--- config.mk ---
export PLATFORM = sky130hd
export DESIGN_NAME = three_term_recurrence_checksum_unit_flat
export DESIGN_NICKNAME = d
export VERILOG_FILES = /design/src/hw/rtl/ttrc_pkg.sv /design/src/hw/rtl/ttrc_msg_if.sv /design/src/hw/rtl/ttrc_sum_if.sv /design/src/hw/rtl/ttrc_term_calc.sv /design/src/hw/rtl/three_term_recurrence_checksum_unit.sv /design/src/flat_wrapper.sv
export SDC_FILE = /design/constraint.sdc
export NUM_CORES = 1
export LEC_CHECK = 0
export BUFFER_PORTS_ARGS = -buffer_cell sky130_fd_sc_hd__buf_2
export CORE_MARGIN = 3
export CORE_UTILIZATION = 43
export DETAILED_ROUTE_END_ITERATION = 6
export PLACE_DENSITY = 0.55
export SLEW_MARGIN = 20
export SYNTH_ARGS = -nofsm -noshare
export SYNTH_HDL_FRONTEND = slang
export SYNTH_SLANG_ARGS = --single-unit
--- constraint.sdc ---
create_clock -name clk -period 18.11 [get_ports clk]
set_input_delay 0.9055 -clock clk [delete_from_list [all_inputs] [get_ports clk]]
set_output_delay 0.9055 -clock clk [all_outputs]
set_load 0.05 [all_outputs]
--- src/hw/rtl/ttrc_pkg.sv ---
`timescale 1ns / 1ps

package ttrc_pkg;

	typedef logic [15:0] term_t;
	typedef logic [7:0]  pos_t;

	typedef struct packed {
		logic [7:0] data_byte;
		logic       first_byte;
		logic       last_byte;
	} msg_item_t;

	localparam term_t FIRST_OFFSET = 16'd7;
	localparam term_t TERM_ONE     = 16'd1;
	localparam term_t CK_MOD       = 16'hFFFF;
	localparam pos_t  ALPHA_STEP   = 8'd17;
	localparam pos_t  BETA_STEP    = 8'd31;
	localparam pos_t  POS_FIRST    = 8'd1;

	// A multiple of the modulus that exceeds any subtrahend, so the difference stays positive.
	localparam logic [25:0] MOD_BIAS = 26'd16776960;

endpackage

--- src/hw/rtl/ttrc_msg_if.sv ---
`timescale 1ns / 1ps

interface ttrc_msg_if;
	logic       valid;
	logic       ready;
	logic [7:0] data_byte;
	logic       first_byte;
	logic       last_byte;

	modport source (output valid, output data_byte, output first_byte, output last_byte,
		input ready);
	modport sink (input valid, input data_byte, input first_byte, input last_byte,
		output ready);
endinterface

--- src/hw/rtl/ttrc_sum_if.sv ---
`timescale 1ns / 1ps

interface ttrc_sum_if;
	logic        valid;
	logic        ready;
	logic [15:0] checksum;

	modport source (output valid, output checksum, input ready);
	modport sink (input valid, input checksum, output ready);
endinterface

--- src/hw/rtl/ttrc_term_calc.sv ---
`timescale 1ns / 1ps

module ttrc_term_calc (
	input  logic [7:0]      data_byte,
	input  ttrc_pkg::pos_t  pos,
	input  ttrc_pkg::term_t cur,
	input  ttrc_pkg::term_t prev,
	output ttrc_pkg::term_t next_term
);
	import ttrc_pkg::*;

	pos_t        alpha;
	pos_t        beta;
	logic [8:0]  coef;
	logic [24:0] prod_a;
	logic [23:0] prod_b;
	logic        borrow;
	logic [25:0] biased;
	logic [16:0] fold1;
	logic [15:0] fold2;

	always_comb begin
		alpha  = pos * ALPHA_STEP;
		beta   = pos * BETA_STEP;
		coef   = {1'b0, data_byte} + {1'b0, alpha};
		prod_a = coef * cur;
		prod_b = beta * prev;
		// A negative difference wraps in 64 bits, and 2^64 leaves one modulo 65535.
		borrow = prod_a < {1'b0, prod_b};
		biased = {1'b0, prod_a} - {2'b00, prod_b} + {25'd0, borrow} + MOD_BIAS;
		fold1  = {7'd0, biased[25:16]} + {1'b0, biased[15:0]};
		fold2  = {15'd0, fold1[16]} + fold1[15:0];
		next_term = (fold2 == CK_MOD) ? '0 : fold2;
	end
endmodule

--- src/hw/rtl/three_term_recurrence_checksum_unit.sv ---
`timescale 1ns / 1ps

// Three-term recurrence checksum over a byte stream.
// The msg channel carries one message byte per beat with first_byte and
// last_byte marks; a first byte restarts the recurrence. The result channel
// carries one checksum beat for every last byte, in order.
// A byte beat is registered at acceptance; from that register the new term is
// computed by one pair of multipliers and a mod 65535 fold, and when the
// byte leaves it a checksum beat is loaded into the output register. A
// checksum is thus offered from the output register after its last byte
// has passed through the byte register.
// The unit accepts one byte per cycle unless a last byte waits behind a full output register.
// Reset clears both pipeline valids and sets the terms to one and the
// position to zero. When the result receiver stalls, the held checksum stays
// in the output register; bytes that are not last keep flowing, and ready
// drops only while a last byte waits behind a full output register.
module three_term_recurrence_checksum_unit (
	input logic         clk,
	input logic         arst_n,
	ttrc_msg_if.sink    msg,
	ttrc_sum_if.source  result
);
	import ttrc_pkg::*;

	msg_item_t item_s1;
	logic      valid_s1;
	logic      msg_fire;
	logic      s1_fire;
	logic      out_free;
	logic      out_valid_q;
	term_t     checksum_q;
	term_t     prev_q;
	term_t     cur_q;
	pos_t      pos_q;
	term_t     calc_term;
	term_t     next_cur;

	assign out_free  = !out_valid_q || result.ready;
	assign s1_fire   = valid_s1 && (!item_s1.last_byte || out_free);
	assign msg.ready = !valid_s1 || s1_fire;
	assign msg_fire  = msg.valid && msg.ready;

	always_ff @(posedge clk or negedge arst_n) begin
		if (!arst_n) begin
			valid_s1 <= 1'b0;
		end else if (msg_fire) begin
			valid_s1 <= 1'b1;
		end else if (s1_fire) begin
			valid_s1 <= 1'b0;
		end
	end

	always_ff @(posedge clk) begin
		if (msg_fire) begin
			item_s1 <= '{data_byte: msg.data_byte, first_byte: msg.first_byte,
				last_byte: msg.last_byte};
		end
	end

	ttrc_term_calc u_term_calc (
		.data_byte (item_s1.data_byte),
		.pos       (pos_q),
		.cur       (cur_q),
		.prev      (prev_q),
		.next_term (calc_term)
	);

	assign next_cur = item_s1.first_byte ? ({8'd0, item_s1.data_byte} + FIRST_OFFSET)
		: calc_term;

	always_ff @(posedge clk or negedge arst_n) begin
		if (!arst_n) begin
			prev_q <= TERM_ONE;
			cur_q  <= TERM_ONE;
			pos_q  <= '0;
		end else if (s1_fire) begin
			prev_q <= item_s1.first_byte ? TERM_ONE : cur_q;
			cur_q  <= next_cur;
			pos_q  <= item_s1.first_byte ? POS_FIRST : pos_q + POS_FIRST;
		end
	end

	always_ff @(posedge clk or negedge arst_n) begin
		if (!arst_n) begin
			out_valid_q <= 1'b0;
		end else if (s1_fire && item_s1.last_byte) begin
			out_valid_q <= 1'b1;
		end else if (result.ready) begin
			out_valid_q <= 1'b0;
		end
	end

	always_ff @(posedge clk) begin
		if (s1_fire && item_s1.last_byte) begin
			checksum_q <= next_cur;
		end
	end

	assign result.valid    = out_valid_q;
	assign result.checksum = checksum_q;

	a_term_in_range: assert property (@(posedge clk) disable iff (!arst_n)
		cur_q != CK_MOD && prev_q != CK_MOD)
		else $error("recurrence term left the residue range");

	a_first_restarts: assert property (@(posedge clk) disable iff (!arst_n)
		s1_fire && item_s1.first_byte |=> pos_q == POS_FIRST && prev_q == TERM_ONE)
		else $error("first byte did not restart the recurrence");

	a_terms_shift: assert property (@(posedge clk) disable iff (!arst_n)
		s1_fire && !item_s1.first_byte |=> prev_q == $past(cur_q))
		else $error("previous term did not take the old current term");

	a_last_emits: assert property (@(posedge clk) disable iff (!arst_n)
		s1_fire && item_s1.last_byte |=> result.valid && result.checksum == cur_q)
		else $error("last byte did not load the checksum beat");
endmodule

--- src/flat_wrapper.sv ---
// flat-port wrapper written by rule: the top's interface ports become plain ports
module three_term_recurrence_checksum_unit_flat import ttrc_pkg::*;
  (clk, arst_n, msg_valid, msg_data_byte, msg_first_byte, msg_last_byte, msg_ready, result_valid, result_checksum, result_ready);
  ttrc_msg_if msg_i ();
  ttrc_sum_if result_i ();
  input logic clk;
  input logic arst_n;
  input wire logic [$bits(msg_i.valid)-1:0] msg_valid;
  input wire logic [$bits(msg_i.data_byte)-1:0] msg_data_byte;
  input wire logic [$bits(msg_i.first_byte)-1:0] msg_first_byte;
  input wire logic [$bits(msg_i.last_byte)-1:0] msg_last_byte;
  output wire logic [$bits(msg_i.ready)-1:0] msg_ready;
  output wire logic [$bits(result_i.valid)-1:0] result_valid;
  output wire logic [$bits(result_i.checksum)-1:0] result_checksum;
  input wire logic [$bits(result_i.ready)-1:0] result_ready;
  assign msg_i.valid = msg_valid;
  assign msg_i.data_byte = msg_data_byte;
  assign msg_i.first_byte = msg_first_byte;
  assign msg_i.last_byte = msg_last_byte;
  assign msg_ready = msg_i.ready;
  assign result_valid = result_i.valid;
  assign result_checksum = result_i.checksum;
  assign result_i.ready = result_ready;
  three_term_recurrence_checksum_unit u_core (.clk(clk), .arst_n(arst_n), .msg(msg_i), .result(result_i));
endmodule
==> results.sh <==
export IMPL_cts_sinks=68
export IMPL_required_ns=18.19
export IMPL_hold_viol=0
export IMPL_antenna_cells=0
export IMPL_cts_clk_slew_worst_paths_ns=0.06
export IMPL_wl_met3_um=1970
export IMPL_start_util_pct=44.2
export IMPL_tns_ns=0
export IMPL_fin_crit_ns=16.86
export IMPL_die_area_um2=37300
export IMPL_syn_nets=2135
export IMPL_ys_warn_count=0
export IMPL_syn_to_final_growth_pct=6.15
export IMPL_num_rows=67
export IMPL_overflow=0
export IMPL_drive_gt1_share_pct=4.95
export IMPL_cts_path_max_buffers=2
export IMPL_wl_met2_um=17400
export IMPL_finalCritPeriodShare_pct=93.1
export IMPL_core_um2=34000
export IMPL_cts_setup_buffers=0
export IMPL_slew_headroom_pct=37.9
export IMPL_slowest_stage="a2111oi_0"
export IMPL_cts_root_buffer="clkbuf_16"
export IMPL_grt_max_degree=63
export IMPL_drt_wl_total_um=39100
export IMPL_synth_edf_count=26
export IMPL_setup_violations_final=0
export IMPL_cts_buffers=9
export IMPL_postSynthCellCount=1731
export IMPL_drv_slew=0
export IMPL_wirelength_met1_um=19000
export IMPL_dr_pass1_iters=5
export IMPL_hold_buffers=0
export IMPL_critical_path_max_fanout=18
export IMPL_async_flop_share_pct=61.8
export IMPL_highest_layer="met4"
export IMPL_wire_per_inst_um=17.9
export IMPL_drc_errors=0
export IMPL_finClkSkew_ns=0.0103
export IMPL_hold_class="reg -> reg"
export IMPL_clkLatencyLatePin_ns=0.35
export IMPL_ys_seq_elements=68
export IMPL_nFillCells=3406
export IMPL_max_freq_mhz=59.3
export IMPL_yosysSeqAreaShare_pct=12.2
export IMPL_via_per_inst=5.23
export IMPL_ant_nets=0
export IMPL_die_height_um=193
export IMPL_end_kind="flip-flop"
export IMPL_crit_type="reg -> reg"
export IMPL_cts_resized=0
export IMPL_timing_critical_path_mode_cell="ha_1"
export IMPL_cp_arrival_ns=16.94
export IMPL_final_util_pct=46.9
export IMPL_die_width_um=193
export IMPL_synth_cell_area_um2=15000
export IMPL_cpPeakStageDelay_ns=0.82
export IMPL_cp_start_kind="flip-flop"
export IMPL_track_usage_pct=21.9
export IMPL_htreeDepth=3
export IMPL_nets=2138
export IMPL_drtIter0Drc=556
export IMPL_stdcell_area_um2=16000
export IMPL_post_dp_hpwl_um=32400
export IMPL_cts_tree="done"
export IMPL_synth_main_ff_cell="dfrtp_1"
export IMPL_grt_pass1_wl_um=63800
export IMPL_ys_types=63
export IMPL_grt_pass1_vias=11700
export IMPL_antenna_found_initial=0
export IMPL_worstMarginPinSlew_ns=0.930
export IMPL_status="complete, no violations"
export IMPL_synth_avg_cell_area_um2=8.69
export IMPL_ios=32
export IMPL_cap_violations=0
export IMPL_rsz0062_at_grt="false"
export IMPL_vias=11400
export IMPL_dpl_cell_area_um2=15700
export IMPL_port_buffers=31
export IMPL_gp_congestion=0.891
[state kept, by name, summed over array words and instances (netlist names)]
name,cells
u_core.cur_q,16
u_core.item_s1,10
u_core.pos_q,8
u_core.prev_q,16
u_core.valid_s1,1
u_core.result.valid,1
u_core.result.checksum,16
[worst max-delay path, delay by kind of cell, from the launching register on]
kind,cells,cell delay (ns)
xor gates and xnor gates,4,0.60
buffers and inverters,7,0.80
and+or+nand+nor,14,3.01
DFF,1,0.50
adders and majority gates,14,5.62
AOI/OAI and AO/OA,26,6.04
[cells in the final DEF (no fill, tap or decap), types with 6 or more instances in the layout]
| cell type | instances |
|---|---|
| fa_1 | 201 |
| nand2_1 | 201 |
| ha_1 | 189 |
| nand3_1 | 25 |
| edfxtp_1 | 26 |
| nor2_1 | 50 |
| o21ai_0 | 52 |
| a21o_1 | 32 |
| dfrtp_1 | 40 |
| a211oi_1 | 8 |
| xnor2_1 | 76 |
| nand2b_1 | 18 |
| o31a_1 | 6 |
| a2111oi_0 | 6 |
| a21oi_1 | 70 |
| and2_1 | 138 |
| o31ai_1 | 26 |
| nand4_1 | 10 |
| inv_1 | 315 |
| o21a_1 | 7 |
| buf_2 | 30 |
| nor3_1 | 20 |
| xor2_1 | 35 |
| or2_2 | 10 |
| buf_4 | 14 |
| nor2b_1 | 25 |
| clkbuf_16 | 9 |
| a31oi_1 | 6 |
| and3_1 | 13 |
| o21bai_1 | 12 |
[routing by layer]
metal / global-route usage [%] / vias up
li1: - / 5542
met1: 31.6 / 5641
met2: 34.5 / 223
met3: 4.05 / 42
met4: 4.98 / 0
met5: 0 / -
[synthesized netlist by cell type, drive strengths merged, types with 10 or more instances]
| cell type | count | area, µm² |
|---|---|---|
| nor2 | 50 | 188 |
| xor2 | 35 | 307 |
| ha | 189 | 2360 |
| nor2b | 25 | 156 |
| edfxtp | 26 | 781 |
| or2 | 10 | 62.6 |
| nand2 | 202 | 758 |
| clkbuf | 50 | 188 |
| inv | 315 | 1180 |
| xnor2 | 78 | 683 |
| fa | 201 | 4020 |
| o21bai | 12 | 90.1 |
| a21o | 32 | 240 |
| a21oi | 70 | 350 |
| nand2b | 18 | 113 |
| dfrtp | 40 | 1000 |
| and3 | 13 | 81.3 |
| o31ai | 26 | 195 |
| nor3 | 20 | 100 |
| o21ai | 55 | 275 |
| nand3 | 25 | 125 |
| nand4 | 10 | 62.6 |
| and2 | 139 | 872 |
[layout make-up]
cell class | count | area, µm² | share of cell area (%)
repair buffers | 44 | 255 | 1.60
flip-flops and latches | 68 | 1830 | 11.5
inverters | 315 | 1180 | 7.41
clock inverters | 5 | 53.8 | 0.337
well taps | 448 | 561 | 3.51
multi-input cells | 1296 | 11800 | 74.2
clock buffers | 11 | 233 | 1.46
[cell families after synthesis]
kind of cell / count (synthesis) / synth area share, %
compound gates: 256 / 11.4
xor+xnor: 113 / 6.58
fa+ha+maj: 390 / 42.5
buf+inv: 367 / 9.19
flops: 68 / 12.2
mux: 4 / 0.291
simple gates: 533 / 17.8
[final timing paths]
check / to / start / slack, ns / cells after the start
max: u_core.result.checksum[6] / u_core.pos_q[1] / 1.25 / 65
max in group asynchronous: u_core.cur_q[4] / arst_n / 17.11 / 1
min reg2reg: u_core.prev_q[0] / u_core.prev_q[0] / 0.57 / 2
min: u_core.prev_q[0] / u_core.prev_q[0] / 0.57 / 2
max reg2reg: u_core.result.checksum[6] / u_core.pos_q[1] / 1.25 / 65
min in group asynchronous: u_core.result.valid / arst_n / 0.58 / 1
[stage by stage]
step	instances	worst slack [ns]	hold WS, ns
after global routing	2187	0.107	0.617
after floorplan	1731	2.82	0.478
after global placement	2171	1.70	0.574
final	2187	1.25	0.574
after detailed placement	2171	1.38	0.579
after CTS	2187	1.32	0.587
Power is not shown: default switching activity piles up to over one toggle a cycle in this logic, so the estimate is an artifact.
